--- src/design/slea_pkg.sv ---
// ----------------------------------------------------------------------------
// slea_pkg
// Shared types, constants and helpers for the serial latch expander access
// block: beat payloads, configuration set, sequencer phases.
// ----------------------------------------------------------------------------
`default_nettype none

package slea_pkg;

	// shadow word geometry
	localparam int SHADOW_BITS = 64;
	localparam int WORD_BITS   = 64;
	localparam int COUNT_BITS  = 7;
	localparam int CFG_IDX_BITS = 3;

	// shadow reset value of latch zero (board build constant)
	localparam logic [WORD_BITS-1:0] FIRST_SHADOW_RESET = '0;

	// bits of the shadow that exist
	localparam logic [WORD_BITS-1:0] SHADOW_MASK =
		{WORD_BITS{1'b1}} >> (WORD_BITS - SHADOW_BITS);

	localparam logic [COUNT_BITS-1:0] SHADOW_LIMIT = COUNT_BITS'(SHADOW_BITS);
	localparam logic [COUNT_BITS-1:0] WORD_LIMIT   = COUNT_BITS'(WORD_BITS);

	// configuration register indexes
	localparam logic [CFG_IDX_BITS-1:0] CFG_FIRST_OUT  = 3'd0;
	localparam logic [CFG_IDX_BITS-1:0] CFG_FIRST_IN   = 3'd1;
	localparam logic [CFG_IDX_BITS-1:0] CFG_SECOND_OUT = 3'd2;
	localparam logic [CFG_IDX_BITS-1:0] CFG_SECOND_IN  = 3'd3;

	// configuration reset values
	localparam logic [COUNT_BITS-1:0] FIRST_OUT_RESET  = 7'd16;
	localparam logic [COUNT_BITS-1:0] FIRST_IN_RESET   = 7'd0;
	localparam logic [COUNT_BITS-1:0] SECOND_OUT_RESET = 7'd40;
	localparam logic [COUNT_BITS-1:0] SECOND_IN_RESET  = 7'd32;

	// input beat commands
	localparam logic CMD_TICK  = 1'b0;
	localparam logic CMD_START = 1'b1;

	typedef enum logic [2:0] {
		PH_IDLE     = 3'd0,
		PH_OUT_LOW  = 3'd1,
		PH_OUT_HIGH = 3'd2,
		PH_STROBE   = 3'd3,
		PH_IN_LOW   = 3'd4,
		PH_IN_HIGH  = 3'd5
	} phase_t;

	typedef struct packed {
		logic                 command;
		logic                 latch_select;
		logic [WORD_BITS-1:0] write_value;
		logic [WORD_BITS-1:0] write_mask;
		logic                 serial_in;
	} in_item_t;

	typedef struct packed {
		logic                 serial_clock;
		logic                 serial_data_out;
		logic                 strobe_first;
		logic                 strobe_second;
		logic                 busy_res;
		logic                 done_res;
		logic [WORD_BITS-1:0] read_data;
	} out_item_t;

	typedef struct packed {
		logic [COUNT_BITS-1:0] first_out_bits;
		logic [COUNT_BITS-1:0] first_in_bits;
		logic [COUNT_BITS-1:0] second_out_bits;
		logic [COUNT_BITS-1:0] second_in_bits;
	} cfg_t;

	// clamp a bit count to a limit
	function automatic logic [COUNT_BITS-1:0] sat_count(
		input logic [COUNT_BITS-1:0] n,
		input logic [COUNT_BITS-1:0] lim
	);
		return (n > lim) ? lim : n;
	endfunction

endpackage

`default_nettype wire

--- src/design/slea_cfg.sv ---
// ----------------------------------------------------------------------------
// slea_cfg
// Configuration register file: four bit-count registers behind a plain
// write port, unknown indexes are dropped.
// ----------------------------------------------------------------------------
`default_nettype none

module slea_cfg
	import slea_pkg::*;
(
	input  wire logic                    clk,
	input  wire logic                    arst_n,
	input  wire logic                    cfg_we,
	input  wire logic [CFG_IDX_BITS-1:0] cfg_index,
	input  wire logic [COUNT_BITS-1:0]   cfg_data,
	output cfg_t                         cfg
);

	cfg_t cfg_q;

	// register writes
	always_ff @(posedge clk or negedge arst_n) begin
		if (!arst_n) begin
			cfg_q.first_out_bits  <= FIRST_OUT_RESET;
			cfg_q.first_in_bits   <= FIRST_IN_RESET;
			cfg_q.second_out_bits <= SECOND_OUT_RESET;
			cfg_q.second_in_bits  <= SECOND_IN_RESET;
		end else if (cfg_we) begin
			case (cfg_index)
				CFG_FIRST_OUT:  cfg_q.first_out_bits  <= cfg_data;
				CFG_FIRST_IN:   cfg_q.first_in_bits   <= cfg_data;
				CFG_SECOND_OUT: cfg_q.second_out_bits <= cfg_data;
				CFG_SECOND_IN:  cfg_q.second_in_bits  <= cfg_data;
				default: ;
			endcase
		end
	end

	assign cfg = cfg_q;

endmodule

`default_nettype wire

--- src/design/slea_engine.sv ---
// ----------------------------------------------------------------------------
// slea_engine
// Access sequencer: shadow words, phase, bit counter, gathered word and pin
// levels. One beat is processed per fire; the result shows the pins after it.
// ----------------------------------------------------------------------------
`default_nettype none

module slea_engine
	import slea_pkg::*;
(
	input  wire logic      clk,
	input  wire logic      arst_n,
	input  wire logic      fire,
	input  wire in_item_t  item,
	input  wire cfg_t      cfg,
	output out_item_t      res
);

	phase_t                phase_q, phase_n;
	logic [WORD_BITS-1:0]  shadow0_q, shadow1_q, shadow0_n, shadow1_n;
	logic [COUNT_BITS-1:0] count_q, count_n;
	logic                  active_q, active_n;
	logic [WORD_BITS-1:0]  gather_q, gather_n;
	logic                  clock_q, clock_n;
	logic                  data_q, data_n;
	logic                  strobe0_q, strobe0_n;
	logic                  strobe1_q, strobe1_n;
	logic                  done;
	logic [WORD_BITS-1:0]  rdata;

	logic [WORD_BITS-1:0]  sel_shadow, merged, act_shadow;
	logic [COUNT_BITS-1:0] out_cnt_sel, out_cnt_act, in_cnt_act, count_inc;
	logic                  is_start, is_tick;

	// counts and shadow selection
	always_comb begin
		sel_shadow  = item.latch_select ? shadow1_q : shadow0_q;
		act_shadow  = active_q ? shadow1_q : shadow0_q;
		merged      = ((sel_shadow & ~item.write_mask) |
			(item.write_value & item.write_mask)) & SHADOW_MASK;
		out_cnt_sel = sat_count(item.latch_select ? cfg.second_out_bits
			: cfg.first_out_bits, SHADOW_LIMIT);
		out_cnt_act = sat_count(active_q ? cfg.second_out_bits
			: cfg.first_out_bits, SHADOW_LIMIT);
		in_cnt_act  = sat_count(active_q ? cfg.second_in_bits
			: cfg.first_in_bits, WORD_LIMIT);
		count_inc   = count_q + COUNT_BITS'(1);
		is_start    = fire && (item.command == CMD_START);
		is_tick     = fire && (item.command == CMD_TICK);
	end

	// next phase
	always_comb begin
		phase_n = phase_q;
		if (is_start) begin
			if (phase_q == PH_IDLE) begin
				phase_n = (out_cnt_sel != '0) ? PH_OUT_LOW : PH_STROBE;
			end
		end else if (is_tick) begin
			case (phase_q)
				PH_IDLE:     phase_n = PH_IDLE;
				PH_OUT_LOW:  phase_n = PH_OUT_HIGH;
				PH_OUT_HIGH: phase_n = (count_inc >= out_cnt_act) ? PH_STROBE : PH_OUT_LOW;
				PH_STROBE:   phase_n = (in_cnt_act == '0) ? PH_IDLE : PH_IN_LOW;
				PH_IN_LOW:   phase_n = PH_IN_HIGH;
				PH_IN_HIGH:  phase_n = (count_inc >= in_cnt_act) ? PH_IDLE : PH_IN_LOW;
				default:     phase_n = PH_IDLE;
			endcase
		end
	end

	// datapath and pin updates
	always_comb begin
		shadow0_n = shadow0_q;
		shadow1_n = shadow1_q;
		count_n   = count_q;
		active_n  = active_q;
		gather_n  = gather_q;
		clock_n   = clock_q;
		data_n    = data_q;
		strobe0_n = strobe0_q;
		strobe1_n = strobe1_q;
		done      = 1'b0;
		rdata     = '0;
		if (is_start) begin
			if (phase_q == PH_IDLE) begin
				active_n = item.latch_select;
				count_n  = '0;
				if (item.latch_select) begin
					shadow1_n = merged;
					strobe1_n = 1'b0;
				end else begin
					shadow0_n = merged;
					strobe0_n = 1'b0;
				end
			end
		end else if (is_tick) begin
			case (phase_q)
				PH_OUT_LOW: begin
					clock_n = 1'b0;
					data_n  = (count_q < WORD_LIMIT) ? act_shadow[count_q[5:0]] : 1'b0;
				end
				PH_OUT_HIGH: begin
					clock_n = 1'b1;
					count_n = count_inc;
				end
				PH_STROBE: begin
					if (active_q) strobe1_n = 1'b1;
					else strobe0_n = 1'b1;
					count_n  = '0;
					gather_n = '0;
					done     = (in_cnt_act == '0);
				end
				PH_IN_LOW: begin
					clock_n = 1'b0;
				end
				PH_IN_HIGH: begin
					gather_n = {gather_q[WORD_BITS-2:0], item.serial_in};
					clock_n  = 1'b1;
					count_n  = count_inc;
					if (count_inc >= in_cnt_act) begin
						done  = 1'b1;
						rdata = gather_n;
					end
				end
				default: ;
			endcase
		end
	end

	// state registers
	always_ff @(posedge clk or negedge arst_n) begin
		if (!arst_n) begin
			phase_q   <= PH_IDLE;
			shadow0_q <= FIRST_SHADOW_RESET & SHADOW_MASK;
			shadow1_q <= '0;
			count_q   <= '0;
			active_q  <= 1'b0;
			gather_q  <= '0;
			clock_q   <= 1'b1;
			data_q    <= 1'b0;
			strobe0_q <= 1'b1;
			strobe1_q <= 1'b1;
		end else if (fire) begin
			phase_q   <= phase_n;
			shadow0_q <= shadow0_n;
			shadow1_q <= shadow1_n;
			count_q   <= count_n;
			active_q  <= active_n;
			gather_q  <= gather_n;
			clock_q   <= clock_n;
			data_q    <= data_n;
			strobe0_q <= strobe0_n;
			strobe1_q <= strobe1_n;
		end
	end

	// result beat, pins after this item
	always_comb begin
		res.serial_clock    = clock_n;
		res.serial_data_out = data_n;
		res.strobe_first    = strobe0_n;
		res.strobe_second   = strobe1_n;
		res.busy_res        = (phase_n != PH_IDLE);
		res.done_res        = done;
		res.read_data       = rdata;
	end

endmodule

`default_nettype wire

--- src/design/serial_latch_expander_access.sv ---
// ----------------------------------------------------------------------------
// serial_latch_expander_access
// Controller for two chained shift-register latches: merges writes into a
// shadow, shifts it out under strobe and reads bits back, one pin phase per
// tick beat.
// ----------------------------------------------------------------------------
//  channel  | direction | handshake        | payload
//  ---------+-----------+------------------+--------------------------------
//  in       | in        | in_valid/stall   | in_item (command, select, data)
//  out      | out       | out_valid/stall  | out_item (pins, busy, done, data)
//  cfg      | in        | cfg_we           | cfg_index, cfg_data
//
// Every input beat yields one result beat, through an input register and then
// the sequencer step into the result register. A beat can enter every cycle
// while in_stall is low.
// Reset is asynchronous and needs no clearing pass.
// A stalled result holds the pipeline; the input register still fills only
// while it is empty, and in_stall is raised once it holds a beat.
// ----------------------------------------------------------------------------
`default_nettype none

module serial_latch_expander_access
	import slea_pkg::*;
(
	input  wire logic                    clk,
	input  wire logic                    arst_n,
	input  wire logic                    in_valid,
	output logic                         in_stall,
	input  wire in_item_t                in_item,
	output logic                         out_valid,
	input  wire logic                    out_stall,
	output out_item_t                    out_item,
	input  wire logic                    cfg_we,
	input  wire logic [CFG_IDX_BITS-1:0] cfg_index,
	input  wire logic [COUNT_BITS-1:0]   cfg_data
);

	cfg_t      cfg;
	in_item_t  item_s1;
	logic      valid_s1;
	out_item_t res;
	out_item_t res_s2;
	logic      valid_s2;
	logic      advance;
	logic      fire;

	slea_cfg u_cfg (
		.clk       (clk),
		.arst_n    (arst_n),
		.cfg_we    (cfg_we),
		.cfg_index (cfg_index),
		.cfg_data  (cfg_data),
		.cfg       (cfg)
	);

	// pipeline moves when the result register is free or being taken
	assign advance  = !valid_s2 || !out_stall;
	assign fire     = valid_s1 && advance;
	assign in_stall = valid_s1 && !advance;

	// input register
	always_ff @(posedge clk or negedge arst_n) begin
		if (!arst_n) begin
			valid_s1 <= 1'b0;
		end else if (!in_stall) begin
			valid_s1 <= in_valid;
		end
	end

	always_ff @(posedge clk) begin
		if (!in_stall && in_valid) begin
			item_s1 <= in_item;
		end
	end

	slea_engine u_engine (
		.clk    (clk),
		.arst_n (arst_n),
		.fire   (fire),
		.item   (item_s1),
		.cfg    (cfg),
		.res    (res)
	);

	// result register
	always_ff @(posedge clk or negedge arst_n) begin
		if (!arst_n) begin
			valid_s2 <= 1'b0;
		end else if (advance) begin
			valid_s2 <= valid_s1;
		end
	end

	always_ff @(posedge clk) begin
		if (fire) begin
			res_s2 <= res;
		end
	end

	assign out_valid = valid_s2;
	assign out_item  = res_s2;

endmodule

`default_nettype wire

--- config.mk ---
export PLATFORM = sky130hd
export DESIGN_NAME = serial_latch_expander_access
export DESIGN_NICKNAME = d
export VERILOG_FILES = /design/src/design/slea_pkg.sv /design/src/design/slea_cfg.sv /design/src/design/slea_engine.sv /design/src/design/serial_latch_expander_access.sv
export SDC_FILE = /design/constraint.sdc
export NUM_CORES = 1
export LEC_CHECK = 0
export ABC_AREA = 1
export BUFFER_PORTS_ARGS = -buffer_cell sky130_fd_sc_hd__buf_4
export CAP_MARGIN = 10
export CORE_ASPECT_RATIO = 0.6
export CORE_MARGIN = 4
export CORE_UTILIZATION = 61
export DETAILED_ROUTE_END_ITERATION = 7
export HOLD_SLACK_MARGIN = 0.06
export PLACE_DENSITY = 0.83
export SYNTH_ARGS = -nofsm -noshare
export SYNTH_HDL_FRONTEND = slang
export SYNTH_HIERARCHICAL = 1
export SYNTH_SLANG_ARGS = --single-unit
--- constraint.sdc ---
create_clock -name clk -period 14.4 [get_ports clk]
set_input_delay 2.16 -clock clk [delete_from_list [all_inputs] [get_ports clk]]
set_output_delay 2.16 -clock clk [all_outputs]
set_load 0.005 [all_outputs]
### Word-level counts from Yosys, hierarchy flattened

Cells that the tools add are included.

| word-level totals | value |
|---|---|
| input bits | 146 |
| logic and storage cells | 130 |
| output and inout port bits | 72 |
| register bits after elaboration | 437 |

| cells by class | value |
|---|---|
| mux-type cells | 44 |
| add/subtract/negate cells | 1 |
| bitwise operators | 10 |
| equal/unequal tests | 9 |
| magnitude comparators | 7 |
| reductions and logical operators | 31 |

Operators by type and width:

| operator | count |
|---|---|
| 64-bit bitwise AND | 2 |
| 64-bit 2-to-1 mux | 2 |
| 63-bit case mux with 2 select lines | 1 |
| 64-bit inverter | 1 |
| 64-bit bitwise OR | 1 |
| 7-bit 2-to-1 mux | 9 |
| 7-bit greater-than comparator, second input constant | 3 |
| 1-bit 2-to-1 mux | 20 |
| 4-bit AND reduction | 4 |
| 3-bit 2-to-1 mux | 5 |
| 3-bit case mux with 5 select lines | 1 |
| 7-bit >= comparator | 2 |
| 7-bit case mux with 2 select lines | 1 |
| 3-bit by 2-bit == test with 1-bit output, second input constant | 4 |
| 2-bit AND reduction | 4 |
| 7-bit by 1-bit adder with 7-bit output, second input constant | 1 |
| 7-bit logical NOT | 1 |
| 6-bit by 7-bit less-than comparator with 1-bit output, second input constant | 1 |
| 7-bit less-than comparator, second input constant | 1 |
| 7-bit nonzero test | 1 |
| 1-bit binary-select mux with 6-bit select | 1 |
| 3-bit by 1-bit == test with 1-bit output, second input constant | 2 |
| 3-bit == test, second input constant | 2 |
| 3-bit logical NOT | 2 |
| 12 further kinds | 30 |

### Logic depth before layout (Yosys ltp)

Gate-level depths: netlist of run 1.

| logic depth | value |
|---|---|
| depth after elaboration | 9 |
| gate-level depth with buffers | 21 |
| depth with buffers taken out | 19 |

### Modules after synthesis

The synthesis of run 1 kept the hierarchy.

Modules (own cells, without submodules):

| module | cells each | instances | seq. area each (µm²) | area each (µm²) |
|---|---|---|---|---|
| slea_engine | 1657 | 1 | 5158.7 | 12011.5 |
| serial_latch_expander_access | 213 | 1 | 6085.8 | 6130.9 |
| slea_cfg | 130 | 1 | 705.7 | 1177.4 |

### Worst setup path after synthesis of run 1

Ideal clock, no wire load.

| path | value |
|---|---|
| path type | input-to-reg |
| start | input out_stall |
| end | register res_s2 (netlist bit out_item[66]) (data pin) |
| stages on the path | 6 |
| path slack | 7304 ps |
| buffers on the path | 2 |
| data arrival time | 6845 ps |
| setup time | 251 ps |
| data required time | 14149 ps |
| path through | a21oi_1 > nand4_1 > buf_2 > o21ai_0 > o21ai_0 > buf_4 |

| on the way | value |
|---|---|
| cells in the longest elaborated chain, start to end | 6 |
| elaborated cells between the ends (all ways) | 7 |
| classes of those cells | mux (2); reduce/logical (5) |

RTL lines:

| element | line | RTL |
|---|---|---|
| start, declared | serial_latch_expander_access.sv:31 | `input wire logic out_stall,` |
| 1-bit logical NOT * | serial_latch_expander_access.sv:57 | `assign advance = !valid_s2 \|\| !out_stall;` |
| 1-bit logical OR * | serial_latch_expander_access.sv:57 |  |
| 1-bit logical AND * | serial_latch_expander_access.sv:58 | `assign fire = valid_s1 && advance;` |
| 1-bit logical AND | slea_engine.sv:49 | `is_tick = fire && (item.command == CMD_TICK);` |
| 1-bit 2-to-1 mux | slea_engine.sv:97 | `end else if (is_tick) begin` |
| 1-bit 2-to-1 mux * | slea_engine.sv:85 | `if (is_start) begin` |
| named net u_engine.strobe1_n | slea_engine.sv:27 | `logic strobe1_q, strobe1_n;` |
| end signal, assigned | serial_latch_expander_access.sv:96 | `res_s2 <= res;` |
| end, declared | serial_latch_expander_access.sv:42 | `out_item_t res_s2;` |

Mark *: on every way through the listed nets, which the timed path passes. The rest lies on a longest branch.
A chain may end at the register's enable or synchronous reset.

### Final worst setup path of run 1

| path | value |
|---|---|
| start | input out_stall |
| end | output in_stall |

| on the way | value |
|---|---|
| cells in the longest elaborated chain, start to end | 4 |

RTL lines:

| element | line | RTL |
|---|---|---|
| 1-bit logical NOT | serial_latch_expander_access.sv:57 |  |
| 1-bit logical OR | serial_latch_expander_access.sv:57 |  |
| 1-bit logical NOT | serial_latch_expander_access.sv:59 | `assign in_stall = valid_s1 && !advance;` |
| 1-bit logical AND | serial_latch_expander_access.sv:59 |  |
| end, declared | serial_latch_expander_access.sv:28 | `output logic in_stall,` |

No other way between the ends.

==> results of run 1 <==
Yosys cell counts, types with 2 or more instances:
library cell	n
sky130_fd_sc_hd__nand2_1	493
sky130_fd_sc_hd__dfrtp_1	229
sky130_fd_sc_hd__edfxtp_1	201
sky130_fd_sc_hd__inv_1	196
sky130_fd_sc_hd__nand3_1	187
sky130_fd_sc_hd__nor2_1	143
sky130_fd_sc_hd__o21ai_1	79
sky130_fd_sc_hd__inv_2	71
sky130_fd_sc_hd__o21ai_0	68
sky130_fd_sc_hd__o22ai_1	66
sky130_fd_sc_hd__o31ai_1	64
sky130_fd_sc_hd__buf_2	58
sky130_fd_sc_hd__buf_4	22
sky130_fd_sc_hd__clkbuf_1	18
sky130_fd_sc_hd__ha_1	15
sky130_fd_sc_hd__a21oi_1	13
sky130_fd_sc_hd__o211ai_2	13
sky130_fd_sc_hd__dfstp_2	7
sky130_fd_sc_hd__nor2_4	7
sky130_fd_sc_hd__buf_6	6
sky130_fd_sc_hd__xor2_1	5
sky130_fd_sc_hd__nor3_1	4
sky130_fd_sc_hd__nand2_2	3
sky130_fd_sc_hd__nand4_1	3
sky130_fd_sc_hd__nor4_1	3
sky130_fd_sc_hd__inv_4	2
sky130_fd_sc_hd__mux2_2	2
sky130_fd_sc_hd__mux2i_1	2
sky130_fd_sc_hd__nand2_4	2
sky130_fd_sc_hd__nor2_2	2
sky130_fd_sc_hd__o21ai_2	2
sky130_fd_sc_hd__or2_1	2
power groups by stage:
stage               clock network [mW]  logic (mW)  registers (mW)
global placement                     0        1.20            1.89
floorplan                            0        1.00            1.82
global route                      1.16        1.46            1.93
CTS                               1.11        1.29            1.89
finish                            1.09        1.31            1.90
detailed placement                   0        1.27            1.91
worst paths after layout:
| kind | from | end | slack (ns) | cells after the start |
|---|---|---|---|---|
| min in group asynchronous | arst_n | u_cfg/cfg[6] | 1.61 | 1 |
| worst max register to register | u_engine/active_q | out_item[65] | 10.19 | 20 |
| worst min-delay path | u_cfg/cfg[14] | u_cfg/cfg[14] | 0.48 | 2 |
| max in group asynchronous | arst_n | u_engine/active_q | 10.26 | 3 |
| worst max-delay path | out_stall | in_stall | 9.70 | 4 |
| worst min register to register | u_cfg/cfg[14] | u_cfg/cfg[14] | 0.48 | 2 |
cell families (layout without fill, tap and decap cells):
kind of cell / count (synthesis) / in the layout / synth area share (%)
xor gates and xnor gates: 5 / 5 / 0.227
and+or+nand+nor: 853 / 853 / 18.4
buffers and inverters: 375 / 574 / 8.35
adders and majority gates: 15 / 15 / 0.971
DFF: 437 / 437 / 61.9
AOI/OAI and AO/OA: 311 / 311 / 9.95
muxes: 4 / 4 / 0.220
final cells by class:
class | count | share of cell area (%)
flip-flops and latches | 437 | 53.5
multi-input cells | 1188 | 25.8
repair buffers | 231 | 7.79
clock buffers | 59 | 5.30
inverters | 270 | 4.57
well taps | 416 | 2.33
clock inverters | 14 | 0.705
through the flow:
step,instance area [um^2],hold slack [ns],power (mW),instances
after floorplan,19300,0.441,2.82,2000
after global placement,21000,0.454,3.09,2542
after detailed placement,21000,0.466,3.18,2542
after CTS,22400,0.481,4.29,2615
after global routing,22400,0.491,4.55,2615
final,22400,0.480,4.29,2615
registers in the layout (all words and copies together), names as in the netlist:
name and count:
u_cfg/cfg 28, u_engine/gather_q 63, out_item 70, item_s1 131, u_engine/active_q 1, out_valid 1, u_engine/phase_q 3, u_engine/shadow1_q 64
valid_s1 1, u_engine/strobe1_q 1, u_engine/clock_q 1, u_engine/count_q 7, u_engine/shadow0_q 64, u_engine/strobe0_q 1, u_engine/data_q 1
metal layers:
layer | up-vias | routed length [um]
li1 | 6947 | -
met1 | 7035 | 19600
met2 | 694 | 21800
met3 | 100 | 3720
met4 | 0 | 1270
met5 | - | 0
worst max-delay path, delay by kind of cell:
family,cells,cell delay (ns)
buffers and inverters,3,0.29
and+or+nand+nor,1,0.08
==> run summary, run 1 <==
Summed over all nets, the switching power comes to 1.56 mW. After synthesis, the share of flip-flops with an asynchronous set or reset is 54.0%. The die is 238 um wide. The routability-driven placement congestion ratio is 0.843. The total standard cell area after synthesis is 19300 um^2. Global routing used 4.73% of the available met3 tracks. The worst setup slack after layout is 9.70 ns.

The power density over the cells is 192 nW/um^2. The total of max-cap violations is 0. The count of flip-flops with a built-in enable after synthesis is 201. Of the total power, the clock network draws 25.3%. The initial antenna violation count is 0. Once the floorplan was initialized, standard cells occupied 61.9% of the core. The biggest cell delay along the critical path came out at 0.13 ns. The number of gates resized after cts came out at 0.

The number of port buffers came out at 217. The clock transition at the registers of the reported paths is 0.06 ns. The residual DRC count came out at 0. The final count of pins violating max slew is 0. The worst slew slack as a fraction of its limit is 22.3%. Setup repair after global routing left no endpoint under its margin. The number of search-and-repair iterations in the first detailed-routing pass came out at 5. In this run the most used layer during global routing was met2.

The routed layout has 14800 vias. The die is 146 um tall. The detail-routed via count per cell is 5.65. The critical path capture point type is an output port. The number of buffers inserted during clock tree synthesis is 40. After detailed routing, the average wire length per cell comes to 17.8 um. The remaining global-route overflow is 0. The largest fanout on the critical path is 3. OpenSTA, run right after detailed placement, puts the worst setup slack at 9.30 ns. The number of antenna diodes is 0.

The die area came out at 34700 um^2. The share of the synthesized area in the top cell type is 31.2%. The combined flip-flop and latch cell area is 12000 um^2. The clock tree synthesis step divided the H-tree into 2 levels. The number of different library cells used by synthesis comes to 44. The number of DRC violations after detailed-routing iteration 0 came out at 1746.

The sequential fraction of the synthesis area came out at 61.9%. A synthesized cell averages 9.66 um^2. Cells with a size suffix above 1 make up 18.7% of the layout. The clock tree buffer depth is 3. The number of I/O pins came out at 218. The routing usage on met2 is 41.7%. The flip-flop and latch count after synthesis is 437.

The endpoint arrival time on the critical path came out at 2.54 ns. Global routing used 38.4% of the available met1 tracks. The wire length after detailed routing is 46500 um.

The number of synthesis warnings came out at 6. The total global routing track utilization is 26.6%. The final HPWL from detailed placement is 29300 um. The share of the core filled with cells in the final layout came out at 71.6%. In this run the worst hold path is classified as register to register. The via count of the first global-routing pass came out at 14900.

The largest total area in the synthesized netlist belongs to sky130_fd_sc_hd__edfxtp_1. The area of the core came out at 31200 um^2. The relative contribution of combinational cells to total power came out at 30.5%.

The number of sinks on the clock net is 437. Among all flip-flop cells after synthesis, the most frequent one is sky130_fd_sc_hd__dfrtp_1. In the layout the commonest cells are sky130_fd_sc_hd__nand2_1 (493), sky130_fd_sc_hd__buf_4 (230), sky130_fd_sc_hd__dfrtp_1 (227). The total negative slack for setup checks came out at 0 ns. The net count after synthesis came out at 2161. The peak supply drop is 119 uV. In the finished design, the share of the clock period the worst path needs comes to 32.6%.

The clock latency at the later pin of the worst-skew pair came out at 0.56 ns. The tree is rooted in a sky130_fd_sc_hd__clkbuf_16. The cell seen most often among critical-path stages is sky130_fd_sc_hd__buf_4. The most common cell after layout, fill and taps aside is sky130_fd_sc_hd__nand2_1.

The share of total power dissipated in sequential elements is 44.2%. The hold-fix buffer count after cts came out at 0. By startpoint and endpoint, the worst setup path is classified as primary input to output port. TritonCTS built the clock tree. Of the total power, the share spent switching nets is 36.3%. Traced cell by cell, the critical path runs through buf_4 -> nand3_2 -> inv_1 -> buf_4. The number of rows created at floorplan is 50. The data required time at the worst endpoint came out at 12.24 ns. The net count of the finished layout is 2329. The total leakage power is 10.4 nW.

The total of fill cells in the finished design came out at 2201. Ranked by total cell area, the synthesized netlist is headed by sky130_fd_sc_hd__edfxtp_1 (31%), sky130_fd_sc_hd__dfrtp_1 (30%), sky130_fd_sc_hd__nand2_1 (9.6%), sky130_fd_sc_hd__nand3_1 (4.8%), sky130_fd_sc_hd__inv_1 (3.8%). For the final database, setup skew stands at 0.0264 ns. The critical path launch point type is a primary input. The post-CTS repair timing setup buffer count is 0. The fmax came out at 213 MHz. In the final layout, the multi-input gates occupy 5780 um^2. The cell with the largest stage delay on the worst path is sky130_fd_sc_hd__buf_4. The wire length of the first global-routing pass came out at 75900 um. The count of nets left with antenna violations after detail routing is 0. The number of failing hold endpoints at the final stage is 0. The flow ran to the end, and the final reports show no timing, DRC or antenna violations. The number of standard cells after synthesis is 2000. For the pin with the worst max-slew slack, the measured transition is 1.16 ns. The largest net degree at the start of global routing came out at 86. The cell-internal power came out at 2.73 mW. The count of final setup violators is 0.

The post-synthesis to final-layout area growth came out at 15.7%. Counting I/O delays and the setup requirement, the final critical path takes 4.70 ns.
(Power assumes the default switching activity.)
==> run 2, diff against run 1 <==
CORE_UTILIZATION = 53   (was 61)
PLACE_DENSITY = 0.76   (was 0.83)
clock period = 4.2 ns   (was 14.4 ns; I/O delays follow)
==> run 2 against run 1 <==
Net effect:
- non-clock buffer count up 4
- global-route usage shrank 3.4 points
- critical path depth grew 9
- final area rose by 0.95%
- sequential share of layout area down 0.50 points
- largest power group unchanged
==> run summary, run 2 (same netlist as run 1, synthesis figures left out) <==
The slowest stage of the critical path is the sky130_fd_sc_hd__dfrtp_1 cell. The total global routing track utilization is 23.2%. The part of the power in the clock network is 26.0%. Clock tree synthesis inserted a total of 41 buffers.

The starting density of the core came out at 54.5%. The worst setup path is of the register to register kind. The count of final setup violators came out at 0. VDD sags by at most 374 uV.

The number of search-and-repair iterations in the first detailed-routing pass came out at 6. The worst setup path is captured at a register. The region available for standard cell placement spans 35500 um^2. The wire length of the first global-routing pass came out at 74400 um. The initial antenna violation count is 0. The congestion estimate from routability-driven global placement came to 0.817. The largest net degree at the start of global routing came out at 129.

The transition time at the pin with the least slew margin came out at 1.01 ns. The cell-internal power came out at 9.50 mW. The count of nets left with antenna violations after detail routing is 0. The register with the most flip-flops in the layout has 131 of them.

The largest fanout on the critical path is 38. The average wire per standard cell came out at 17.3 um. After detailed routing, the number of remaining DRC violations is 0. The library cell used most frequently in the layout, excluding fill and tap cells, is sky130_fd_sc_hd__nand2_1. In this design, the largest share of critical-path delay is due to simple AND/OR/NAND/NOR gates.

Gates resized during post-CTS repair numbered 0. The cell sitting at the root of the clock tree is a sky130_fd_sc_hd__clkbuf_16. The number of DRC violations after detailed-routing iteration 0 is 1327.

After global routing the overflow that remains totals 0. The detail-routed via count per cell is 5.39. The share of post-route cells with drive strength above 1 came out at 19.0%. The biggest cell delay along the critical path is 0.59 ns. The number of H-tree levels came out at 2. The relative contribution of combinational cells to total power came out at 30.5%.

The overall power of the completed layout is 14.8 mW. Setup repair after global routing left no endpoint under its margin. The total leakage power is 10.5 nW. The number of port buffers came out at 217. The die area came out at 39700 um^2. Measured against its own limit, the worst slew margin works out to 32.7%. The total negative slack for setup checks is 0 ns. The share of the clock period used by the worst path came out at 77.9%.

The power density over the cells is 656 nW/um^2. The number of I/O pins came out at 218. The most flop-heavy register is item_s1.

The post-CTS repair timing setup buffer count is 0. The number of antenna diodes came out at 0. The final-stage net count came out at 2334. The final route contains 14400 vias.

The sequential cell fraction of total power is 43.5%. The maximum clock skew at final layout came out at 0.0296 ns. The vertical die dimension is 156 um. The hold-fix buffer count after cts is 0. The sum of buffers and inverters on the critical path is 3. The post-synthesis to final-layout area growth came out at 16.8%. The worst min-delay path class is primary input to asynchronous set/reset pin. The clock latency at the later pin of the worst-skew pair came out at 0.55 ns. For the finished layout, the period the worst path requires is 3.27 ns. The number of failing hold endpoints at the final stage came out at 0. The number of rows created at floorplan is 53. No sink is reached through more buffers than the 3 on the longest clock path.

The fmax came out at 306 MHz. The via count of the first global-routing pass came out at 14300. The data required time at the worst endpoint is 4.50 ns.

The final count of pins violating max slew came out at 0. In the layout the commonest cells are sky130_fd_sc_hd__nand2_1 (493), sky130_fd_sc_hd__buf_4 (230), sky130_fd_sc_hd__dfrtp_1 (227). The total of max-cap violations came out at 0. The number of sinks on the clock net came out at 437. The chip width came out at 254 um.

The total of fill cells in the finished design came out at 2796. The final HPWL from detailed placement came out at 29600 um. The run finished with clean final reports.

The analysis attributes to net switching a power of 5.30 mW. The critical path launch point type is a register. Summed over all layers, the routed wires come to 46200 um.

The clock transition at the registers of the reported paths is 0.06 ns. The endpoint arrival time on the critical path came out at 3.57 ns. The fraction of power spent switching nets is 35.8%. TritonCTS built the clock tree. The critical path goes through ha_1 -> nand3_1 -> nor3_1 -> xor2_1 -> ha_1 -> nand2_1 -> nor2_1 -> a211oi_1 -> nand3_2 -> buf_4 -> buf_4 -> nand3_1 -> inv_2.
## run 2: cell type report
class	instances	area [um^2]	share of cell area (%)
tap	467	584	2.59
inverter	270	1020	4.53
timing repair buffer	235	1820	8.07
multi-input combinational	1188	5780	25.6
sequential	437	12000	53.0
clock inverter	18	173	0.765
clock buffer	58	1240	5.48
## run 2: power by group through the flow
stage	combinational, mW	clock (mW)	sequential, mW
after floorplan	3.43	0	6.25
after global placement	4.29	0	6.44
after detailed placement	4.45	0	6.49
after CTS	4.48	3.93	6.43
after global routing	5.07	4.13	6.58
final	4.51	3.85	6.44
## run 2: metal layers
layer | vias up | wire length, um | global-route usage, %
met5 | - | 0 | 0
met3 | 52 | 3030 | 3.85
met4 | 0 | 643 | 5.01
met1 | 6899 | 21200 | 34.5
met2 | 501 | 21400 | 36.6
li1 | 6960 | - | -
## run 2: worst paths after layout
path	startpoint	end	slack [ns]	cells after the start
max reg2reg	u_engine/count_q[1]	out_item[5]	0.93	13
max	u_engine/count_q[1]	out_item[5]	0.93	13
max in group asynchronous	arst_n	u_engine/gather_q[24]	2.99	2
min in group clk	in_item[34]	item_s1[34]	0.25	1
min reg2reg	u_engine/data_q	u_engine/data_q	0.48	2
min	arst_n	u_cfg/cfg[6]	0.17	1
## run 2: through the flow
step	std cells	hold slack, ns	util (%)	instance area, um^2	worst slack (ns)
floorplan	2000	0.334	-	19300	0.180
global route	2673	0.227	63.6	22600	0.638
CTS	2673	0.200	63.6	22600	0.953
global placement	2597	0.463	59.7	21200	1.05
finish	2673	0.167	63.6	22600	0.929
detailed placement	2597	0.465	59.7	21200	0.966
## run 2: worst register-to-register path, stage by stage (launching register included)
cell                       delay (ns)
sky130_fd_sc_hd__dfrtp_1         0.59
sky130_fd_sc_hd__ha_1            0.27
sky130_fd_sc_hd__nand3_1         0.12
sky130_fd_sc_hd__nor3_1          0.21
sky130_fd_sc_hd__xor2_1          0.33
sky130_fd_sc_hd__ha_1            0.31
sky130_fd_sc_hd__nand2_1         0.09
sky130_fd_sc_hd__nor2_1          0.05
sky130_fd_sc_hd__a211oi_1        0.23
sky130_fd_sc_hd__nand3_2         0.10
sky130_fd_sc_hd__buf_4           0.24
sky130_fd_sc_hd__buf_4           0.30
sky130_fd_sc_hd__nand3_1         0.17
sky130_fd_sc_hd__inv_2           0.04
==> run 3, diff against run 2 <==
ABC_AREA = 0   (was 1)
CORE_UTILIZATION = 58   (was 53)
PLACE_DENSITY = 0.8   (was 0.76)
clock period = 3.15 ns   (was 4.2 ns; I/O delays follow)
==> run 3 against run 2 <==
Net effect:
- the flow now finishes with violations (negative setup slack)
- sequential share of layout area rose by 2.6 points
- area after synthesis fell by 8.2%
- flip-flop and latch count unchanged
- synthesized cell count shrank 40%
- via count is 26% lower
- utilization up 8.0 points
- die area shrank 15%
- critical endpoint is now out_item[19]
- clock power increased by 35%
==> run summary, run 3 <==
The chip width came out at 234 um. The total leakage power is 9.40 nW. The count of flip-flops with a built-in enable after synthesis is 201. The commonest register cell after synthesis is sky130_fd_sc_hd__dfrtp_1. By area, the combinational part of the netlist is dominated by multiplexers.

The first TritonRoute pass finished after 5 iterations. In the post-synthesis netlist, the cell with the most instances is sky130_fd_sc_hd__dfrtp_1. The post-synthesis compound-gate area fraction came out at 6.19%. The number of sinks on the clock net came out at 437.

The clock tree buffer depth came out at 3. The final count of pins violating max slew was 0. The final instance area came out at 21500 um^2. The flip-flop count of the largest register, all copies and words added came out at 131. TritonCTS created 40 clock buffers. The vertical die dimension came out at 143 um. STA classifies the critical path startpoint as a register. The most common cell after layout, fill and taps aside is sky130_fd_sc_hd__buf_4. The endpoint arrival time on the critical path came out at 3.49 ns. The wire length after detailed routing came out at 38900 um. The global routing usage on met1 is 33.7%. The die covers 33500 um^2. The synthesized-area fraction occupied by xor and xnor cells is 0.247%. The net count after synthesis came out at 1360. The critical path in this run is classified as register to register.

The most flop-heavy register is item_s1. Across the VDD grid, the largest voltage drop is 411 uV. The sequential cell fraction of total power came out at 45.8%.

The total of max-cap violations is 0. Of the total synthesized cell area, the portion taken by AND, OR, NAND and NOR gates is 8.09%. The area of the core is 30000 um^2.

STA classifies the critical path endpoint as a register. The total global routing track utilization came out at 22.9%. The initial utilization of the core area, before any placement, comes to 59.1%. The post-synthesis to final-layout area growth is 21.2%. The detail-routed via count per cell came out at 5.73. The pre-CTS setup slack is -0.0955 ns. The time the final worst path needs with I/O delays and setup is 3.19 ns. The final-stage net count came out at 1589. Combinational logic is responsible for 20.3% of the overall power. The overall power of the completed layout is 15.3 mW. The initial antenna violation count came out at 3. The share of the clock period used by the worst path is 101%.

The largest net degree at the start of global routing is 130. The average wire per standard cell came out at 20.8 um. The number of different library cells in the post-synthesis netlist is 59. The routability-driven placement congestion ratio came out at 0.816. The via count of the first global-routing pass came out at 10900.

In the layout the commonest cells are sky130_fd_sc_hd__buf_4 (242), sky130_fd_sc_hd__dfrtp_1 (228), sky130_fd_sc_hd__edfxtp_1 (201). The power density over the cells came out at 711 nW/um^2. The global routing stage identified its most utilized layer as met2. The number of rows created at floorplan is 49. The H-tree was split into 2 levels. Setup repair after global routing could not meet its margin everywhere. By count the netlist is led by sky130_fd_sc_hd__dfrtp_1 (229), sky130_fd_sc_hd__edfxtp_1 (201), sky130_fd_sc_hd__mux2_2 (159), sky130_fd_sc_hd__nand2_1 (159), sky130_fd_sc_hd__a22o_1 (71).

Timing would allow up to 313 MHz. The detail route stage leaves a number of antenna-violating nets equal to 0. The async set or reset register ratio after synthesis is 54.0%. The worst setup slack after layout came out at -0.0422 ns. The total negative slack for setup checks came out at -1.62 ns. The switching power of the nets is 4.12 mW. The number of standard cells after synthesis came out at 1199. Yosys attributes the largest share of cell area to sky130_fd_sc_hd__edfxtp_1 (34%), sky130_fd_sc_hd__dfrtp_1 (32%), sky130_fd_sc_hd__mux2_2 (10%), sky130_fd_sc_hd__a22o_1 (3.5%), sky130_fd_sc_hd__nand2_1 (3.4%). The share of post-route cells with drive strength above 1 came out at 35.8%. The final reports fail on negative setup slack. The wire length of the first global-routing pass is 60100 um. The part of the power in the clock network is 34.0%. The share of the synthesized area in the top cell type is 34.0%.

The clock tree root driver cell is sky130_fd_sc_hd__clkbuf_16. The final HPWL from detailed placement is 25000 um. The share of synthesized cell area in full adder, half adder and majority cells is 1.06%.

The clock latency at the later pin of the worst-skew pair is 0.54 ns. The number of synthesis warnings came out at 6. The data required time at the worst endpoint came out at 3.45 ns. The number of port buffers came out at 217. The run finished, with violations left. The count of final setup violators came out at 63. The number of I/O pins is 218.

Across the routed clock network, the largest skew measured is 0.0137 ns. The number of DRC violations after detailed-routing iteration 0 is 949. The routing usage on met2 came out at 36.1%. Clock-pin slew was measured on the worst setup and hold paths at 0.07 ns. The CTS tree is built. The remaining global-route overflow is 0. The worst slew slack as a fraction of its limit came out at 36.8%.

The number of failing hold endpoints at the final stage came out at 0. Multiplexer cells account for 14.7% of the synthesized area. The cell accounting for the most synthesized area is sky130_fd_sc_hd__edfxtp_1. The fraction of power spent switching nets is 27.0%. Summing over every cut layer, the via total after detailed routing is 10700. The transition time at the pin with the least slew margin is 0.948 ns. The post-place instance area came out at 19900 um^2.

The sequential fraction of the synthesis area came out at 67.3%. The worst min-delay path class is primary input to register. The largest fanout on the critical path is 16. The cell-internal power came out at 11.2 mW. In this run, synthesis produced a sequential element count of 437. A synthesized cell averages 14.8 um^2.

The met3 layer usage reported by global route came out at 4.14%. The residual DRC count is 0. After synthesis the cells add up to 17700 um^2.
run 3: cell types whose count changed after synthesis, sizes merged, moves of 60 or more:
cell / before / now
mux2: 2 / 165
a22o: 0 / 71
nand2: 498 / 160
inv: 269 / 8
nand3: 188 / 14
nor2: 152 / 16
o31ai: 64 / 0
o21ai: 149 / 9
and3: 1 / 65
o22ai: 66 / 6
run 3: layout make-up:
class | instances | area [um^2]
clock buffers | 49 | 1070
diodes | 2 | 5.00
multi-input cells | 684 | 5490
clock inverters | 24 | 337
fillers | 1972 | 8540
repair buffers | 257 | 2110
well taps | 408 | 510
inverters | 8 | 30.0
flip-flops and latches | 437 | 12000
run 3: routing by layer:
metal  share of wire (%)  vias to the layer above
li1                    -                     4893
met1                  45                     5372
met2                  47                      376
met3                 6.6                       62
met4                 2.0                        4
met5               0.054                        -
run 3: worst max-delay path, cell delays in order (launching register included):
cell	delay, ns
sky130_fd_sc_hd__dfrtp_1	0.40
sky130_fd_sc_hd__or4_4	0.55
sky130_fd_sc_hd__o41ai_4	0.24
sky130_fd_sc_hd__or2_4	0.18
sky130_fd_sc_hd__inv_2	0.03
sky130_fd_sc_hd__nor2_2	0.09
sky130_fd_sc_hd__ha_1	0.23
sky130_fd_sc_hd__nand2b_4	0.13
sky130_fd_sc_hd__a21o_1	0.17
sky130_fd_sc_hd__a21o_1	0.19
sky130_fd_sc_hd__a21oi_2	0.19
sky130_fd_sc_hd__o21ai_4	0.15
sky130_fd_sc_hd__clkbuf_16	0.22
sky130_fd_sc_hd__and3_1	0.18
run 3: power by group through the flow:
stage	clock, mW	sequential [mW]	combinational [mW]
6_report	5.19	7.00	3.10
2_1_floorplan	0	6.92	1.98
3_3_place_gp	0	7.07	2.74
3_5_place_dp	0	7.10	2.79
5_1_grt	5.55	7.07	3.35
4_1_cts	5.29	7.00	2.84
run 3: metrics by stage:
stage | util, % | hold WS [ns] | cells
floorplan | - | 0.177 | 1199
global placement | 66.4 | 0.466 | 1787
detailed placement | 66.4 | 0.477 | 1787
CTS | 71.2 | 0.0788 | 1862
global route | 71.6 | 0.0730 | 1869
finish | 71.6 | 0.104 | 1869
run 3: path summary, 6_finish.rpt:
kind	start	to	slack, ns	cells after the start
worst max-delay path	u_cfg/cfg[16]	out_item[19]	-0.04	13
worst min-delay path	in_item[26]	item_s1[26]	0.10	1
worst max register to register	u_cfg/cfg[16]	out_item[19]	-0.04	13
worst min register to register	u_engine/strobe0_q	u_engine/strobe0_q	0.49	2
max in group asynchronous	arst_n	u_engine/shadow1_q[32]	1.61	3
min in group asynchronous	arst_n	u_cfg/cfg[15]	0.60	2
run 3: cell families (layout without fill, tap and decap cells):
kind of cell,Yosys count,after routing
fa+ha+maj,15,15
flops,437,437
compound gates,139,139
buf+inv,78,338
simple gates,295,295
xor+xnor,5,5
mux,230,230
other cells,0,2
run 3: timing repair:
action / 4_1_cts / 5_1_grt
hold buffers: 1 / 0
pin swaps: 10 / 3
endpoints found under the setup margin: 65 / 66
buffers inserted: 1 / 1
gates cloned: 0 / 4
resized for setup: 3 / 7
endpoints found under the hold margin: 32 / 0
